## config.mk

```make
export PLATFORM = sky130hd
export DESIGN_NAME = slstk_ctrl
export DESIGN_NICKNAME = d
export VERILOG_FILES = /design/src/hdl/assert_macros.svh /design/src/hdl/slstk_pkg.sv /design/src/hdl/slstk_ctrl.sv
export SDC_FILE = /design/constraint.sdc
export NUM_CORES = 1
export LEC_CHECK = 0
export BUFFER_PORTS_ARGS = -buffer_cell sky130_fd_sc_hd__buf_4
export CAP_MARGIN = 20
export CORE_AREA = 2 2 39 41
export DETAILED_ROUTE_END_ITERATION = 7
export DIE_AREA = 0 0 41 43
export PLACE_DENSITY = 0.68
export SLEW_MARGIN = 25
export SYNTH_ARGS = -nofsm -noshare
export SYNTH_HDL_FRONTEND = slang
export SYNTH_SLANG_ARGS = --single-unit
```

## constraint.sdc

```tcl
create_clock -name clock -period 1.4 [get_ports clock]
set_input_delay 0.35 -clock clock [delete_from_list [all_inputs] [get_ports clock]]
set_output_delay 0.35 -clock clock [all_outputs]
set_load 0.02 [all_outputs]
```

## src/hdl/assert_macros.svh

```systemverilog
// Assertion helpers used by slstk_dp.sv; sampled on the rising clock edge,
// off while reset is high.
`ifndef ASSERT_MACROS_SVH
`define ASSERT_MACROS_SVH

// Check a property at every edge.
`define SLSTK_ASSERT(lbl, prop, msg) \
   lbl: assert property (@(posedge clock) disable iff (reset) (prop)) \
      else $error(msg);

// Check that a condition at one edge is followed by another at the next edge.
`define SLSTK_ASSERT_NEXT(lbl, pre, post, msg) \
   lbl: assert property (@(posedge clock) disable iff (reset) (pre) |=> (post)) \
      else $error(msg);

`endif

```

## src/hdl/slstk_pkg.sv

```systemverilog
package slstk_pkg;

   localparam int STACK_DEPTH = 128;
   localparam int ADDR_W      = $clog2(STACK_DEPTH);
   localparam int CNT_W       = $clog2(STACK_DEPTH + 1);
   localparam int WORD_W      = 32;
   localparam int KIND_W      = 2;
   localparam int ECNT_W      = 8;
   localparam int RSP_DATA_W  = 80;

   localparam logic [WORD_W-1:0] WORD_NONE = '1;

   typedef enum logic [KIND_W-1:0] {
      KIND_PUSH = 2'd0,
      KIND_POP  = 2'd1,
      KIND_SORT = 2'd2,
      KIND_NOP  = 2'd3
   } kind_type;

   typedef enum logic [2:0] {
      S_IDLE,
      S_KEY,
      S_CMP,
      S_PUT,
      S_TOP_RD,
      S_TOP_WAIT,
      S_RESP
   } state_type;

   typedef enum logic [3:0] {
      OP_NONE,
      OP_PUSH,
      OP_POP,
      OP_HOLD,
      OP_SORT_START,
      OP_KEY_LOAD,
      OP_SHIFT,
      OP_PUT,
      OP_TOP_RD,
      OP_TOP_LOAD,
      OP_LOAD_RSP
   } op_type;

   typedef struct packed {
      op_type op;
   } cmd_type;

   typedef struct packed {
      logic empty;      // no entries
      logic full;       // entry count at depth
      logic few;        // at most one entry
      logic greater;    // read word above the key, signed
      logic j_one;      // insert position at 1
      logic key_last;   // current key is the top entry
      logic slot_free;  // output register can take a word
   } status_type;

endpackage

```

## src/hdl/slstk_ctrl.sv

```systemverilog
module slstk_ctrl (
   input  logic                         clock,
   input  logic                         reset,
   input  logic                         req_tvalid,
   output logic                         req_tready,
   input  logic [slstk_pkg::KIND_W-1:0] req_kind,
   input  slstk_pkg::status_type        status,
   output slstk_pkg::cmd_type           cmd
);

   import slstk_pkg::*;

   state_type state_ff;
   state_type state_in;
   kind_type  kind;

   assign kind = kind_type'(req_kind);

   always_ff @(posedge clock) begin
      if (reset) begin
         state_ff <= S_IDLE;
      end else begin
         state_ff <= state_in;
      end
   end

   always_comb begin
      state_in = state_ff;
      case (state_ff)
         S_IDLE: begin
            if (req_tvalid) begin
               case (kind)
                  KIND_POP: begin
                     state_in = (!status.empty && !status.few) ? S_TOP_WAIT : S_RESP;
                  end
                  KIND_SORT: begin
                     state_in = status.few ? S_RESP : S_KEY;
                  end
                  default: begin
                     state_in = S_RESP;
                  end
               endcase
            end
         end
         S_KEY: begin
            state_in = S_CMP;
         end
         S_CMP: begin
            if (status.greater) begin
               state_in = status.j_one ? S_PUT : S_CMP;
            end else begin
               state_in = status.key_last ? S_TOP_RD : S_KEY;
            end
         end
         S_PUT: begin
            state_in = status.key_last ? S_TOP_RD : S_KEY;
         end
         S_TOP_RD: begin
            state_in = S_TOP_WAIT;
         end
         S_TOP_WAIT: begin
            state_in = S_RESP;
         end
         S_RESP: begin
            if (status.slot_free) begin
               state_in = S_IDLE;
            end
         end
         default: begin
            state_in = S_IDLE;
         end
      endcase
   end

   always_comb begin
      req_tready = 1'b0;
      cmd.op     = OP_NONE;
      case (state_ff)
         S_IDLE: begin
            req_tready = 1'b1;
            if (req_tvalid) begin
               case (kind)
                  KIND_PUSH: cmd.op = OP_PUSH;
                  KIND_POP:  cmd.op = OP_POP;
                  KIND_SORT: cmd.op = status.few ? OP_HOLD : OP_SORT_START;
                  default:   cmd.op = OP_HOLD;
               endcase
            end
         end
         S_KEY: begin
            cmd.op = OP_KEY_LOAD;
         end
         S_CMP: begin
            cmd.op = status.greater ? OP_SHIFT : OP_PUT;
         end
         S_PUT: begin
            cmd.op = OP_PUT;
         end
         S_TOP_RD: begin
            cmd.op = OP_TOP_RD;
         end
         S_TOP_WAIT: begin
            cmd.op = OP_TOP_LOAD;
         end
         S_RESP: begin
            if (status.slot_free) begin
               cmd.op = OP_LOAD_RSP;
            end
         end
         default: begin
            cmd.op = OP_NONE;
         end
      endcase
   end

endmodule

```

======== Yosys cells after proc, flatten, opt, wreduce, memory -nomap -nowiden ========
Index checks and enable logic that the tools add are counted.
Widths: inputs -> output; s select.
word-level totals
  flip-flop bits (word level) ............. 3
  input bits .............................. 12
  logic and storage cells ................. 33
  memory bits (read-only) ................. 0
  memories kept ........................... 0
  latch bits .............................. 0
  bits in writable memories ............... 0
operators by class
  $mul .................................... 0
  shift operators ......................... 0
  muxes and demuxes ....................... 16
  $add $sub $neg .......................... 0
  reduce and logical (&&, ||, !) cells .... 6
  $lt $le $gt $ge ......................... 0
  bitwise gates (word level) .............. 0
  equal/unequal tests ..................... 10
  divide/modulo/power cells ............... 0
operators by type and width
  kind                number
  $pmux 4 s7          1
  $mux 3              7
  $pmux 3 s7          1
  $eq 3x3->1 const B  3
  $pmux 3 s3          1
  $eq 3x2->1 const B  2
  $pmux 3 s2          1
  $mux 4              1
  $ne 2x2->1 const B  2
  $eq 3x1->1 const B  1
  $logic_not 3->1     1
  $mux 1              3
  $eq 2x1->1 const B  1
  $eq 2x2->1 const B  1
  $logic_not 1->1     2
  $logic_not 2->1     1
  $mux 2              1
  $reduce_and 2->1    1
  $logic_and 1x1->1   1

======== Depth between registers and ports, before layout ========
  word-level depth ........................ 6
  gate-level depth with buffers ........... 5
  depth with buffers taken out ............ 5

======== Worst setup path after synthesis ========
OpenSTA, ideal clock, no wires.
  path type ............................... input port to output port
  start point ............................. in req_kind[0] in the netlist's numbering
  end point ............................... out cmd[0] in the netlist's numbering
  stages .................................. 5
  slack ................................... -0.306 ns
  buffers on the path ..................... 0
  required time ........................... 1.050 ns
  arrival ................................. 1.356 ns
  cells stage by stage .................... inv_1 > ha_1 > a211o_1 > nand2_1 > o31ai_1
RTL lines
  element             line             RTL
  start: declaration  slstk_ctrl.sv:6  input logic [slstk_pkg::KIND_W-1:0] req_kind,
  end: declaration    slstk_ctrl.sv:8  output slstk_pkg::cmd_type cmd

==> results_dict.tcl <==
set metrics [dict create \
    finalWorstSetupSlack_ps -255.9 \
    largest_register "state_ff" \
    yosysSeqAreaShare 0.1304 \
    hold-worst-slack_ps 279.2 \
    synth.avg_cell_area_um2 9.028 \
    required_ps 1050 \
    violations "negative setup slack" \
    drv_slew 0 \
    hold_viol_final 0 \
    largest_register_ffs 3 \
    clk_latency_ps 240 \
    p_leak_uw 0.0003516 \
    rsz0062_at_grt "true" \
    core.rowCount 14 \
    grt_pass1_wl_um 2035 \
    layout_common_cells "20 x buf_4, 6 x buf_6, 4 x nand2_1" \
    dieArea_mm2 0.001763 \
    area_delta_synth_final_pct 80.71 \
    layout_commonest_cell "buf_4" \
    first_iter_violations 3 \
    cp_max_fo 3 \
    worst_ep_arrival_time_ps 1310 \
    fin_crit_ps 1656 \
    netlist.area_leader.share 0.1304 \
    core_mm2 0.001384 \
    stdcell_count 96 \
    crit_path_start_kind "input pin" \
    io_buffer_count 15 \
    drc 0 \
    path_clk_slew_ps 40 \
    grt_antenna_before_repair 0 \
    grt_use_total 0.1682 \
    cts_root_buffer "clkbuf_4" \
    synth_edf_count 0 \
    final_nets 97 \
    cts_tree "built" \
    worstSetupPathType "input pin to primary output" \
    hp-class "input pin to register" \
    yosysTopAreaCell "dfxtp_1" \
    wirelength_um 1301 \
    place_congestion 0.7509 \
    vdd_drop_max_uv 482.6 \
    start_util 0.3327 \
    drtAntennaViolNets 0 \
    synth_area_leaders "dfxtp_1 13%, ha_1 11%, a2111oi_4 6.0%, a211o_1 5.7%, buf_6 4.9%" \
    synth_cell_type_count 29 \
    finalSetupViolCount 4 \
    dr_wl_met2_um 714 \
    ys_warn_count 0 \
    post_drt_wl_per_cell_um 13.55 \
    syn_area_um2 460.4 \
    fillerInstances 117 \
    clock_skew_ps 1.755 \
    cts_made_buffers 3 \
    synthArstFlopShare 0 \
    synth_flop_cell "dfxtp_1" \
    placed_cells 89 \
    cts-htree-levels 1 \
    finish.utilization 0.6013 \
    die_h_um 43 \
    grt_pass1_vias 511 \
    drive_gt1_frac 0.6500 \
    io_pins 17 \
    wl_met1_um 518 \
    maxCapViolations 0 \
    synth_seq_cells 3 \
    status "finished with violations" \
    layout_worst_path_cycle_share 1.183 \
    tns_ps -541.4 \
    grt_max_degree 14 \
    die_w_um 41 \
    cts.path.max_buffers 2 \
    powerDensity_mw_per_mm2 1240 \
    worstMarginPinSlew_ps 290.9 \
    dp_hpwl_um 890.9 \
    highest_layer "met4" \
    wl_met3_um 57 \
    crit_path_end_kind "primary output" \
    syn-num-nets 67 \
    routed-via-count 503 \
    drt-pass1-iter-count 4 \
    max_freq_ghz 0.6039 \
    slew_headroom 0.8057 \
    reg_top3 "state_ff (3)" \
    viasPerCell 5.240 \
    diodes 0 \
    syn-instance-count 51 \
    gr-total-overflow 0 \
    cts.sink_count 3 \
]
==> final cells by class <==
class	instances	area, µm²	share of cell area
Inverter	5	33.78	0.04060
Sequential cell	3	62.56	0.07519
Clock buffer	4	26.28	0.03158
Tap cell	16	20.02	0.02406
Timing Repair Buffer	28	257.7	0.3098
Multi-Input combinational cell	40	431.7	0.5188
==> cell families (layout without fill, tap and decap cells) <==
family,Yosys count,count (layout),synth area share
compound gates,18,18,0.3804
simple gates,18,18,0.2745
buf+inv,8,37,0.1060
fa+ha+maj,4,4,0.1087
flops,3,3,0.1304
==> what timing repair did <==
item / CTS / global route
pin swaps: 7 / 1
hold buffers: 0 / 0
setup buffers: 3 / 1
endpoints found under the setup margin: 6 / 5
resized for setup: 13 / 6
==> per-layer routing <==
layer  track usage  vias up
met2        0.3063       13
met4       0.04000        0
met1        0.1752      237
met3       0.04712        2
li1              -      251
met5             0        -
==> power by group <==
part	switching, µW	internal [µW]	total (µW)
Clock	48.4	107	155
Combinational	366	381	747
Sequential	17.7	111	129
==> critical path, cell delays in order <==
cell and delay, ps:
buf_12 120, ha_4 150, a211o_1 290, a32oi_2 190
o21ai_2 80, buf_6 130
==> Yosys cell counts, types with 2 or more instances <==
cell type and n:
inv_1 5, ha_1 4, nand2_1 4, a211o_1 3, dfxtp_1 3, nand2b_1 3
nor2b_1 3, a21oi_1 2, a31oi_1 2, buf_6 2, nor3_1 2
==> through the flow <==
step                      total power (µW)  setup slack, ps  area (µm²)
after CTS                            982.9           -262.2       807.0
after global routing                  1108           -285.9       832.0
after floorplan                      535.4           -62.90       519.2
after global placement               748.0           -362.0       709.4
final                                 1031           -255.9       832.0
after detailed placement             750.7           -374.8       709.4
==> worst paths after layout <==
check	from	to	slack, ps	cells past startpoint
max	req_kind[0]	cmd[1]	-260	6
min	reset	state_ff[0]	280	2
max reg2reg	state_ff[0]	state_ff[0]	90	6
min reg2reg	state_ff[1]	state_ff[1]	650	2
Note: power is estimated with default switching activity, not from simulation.
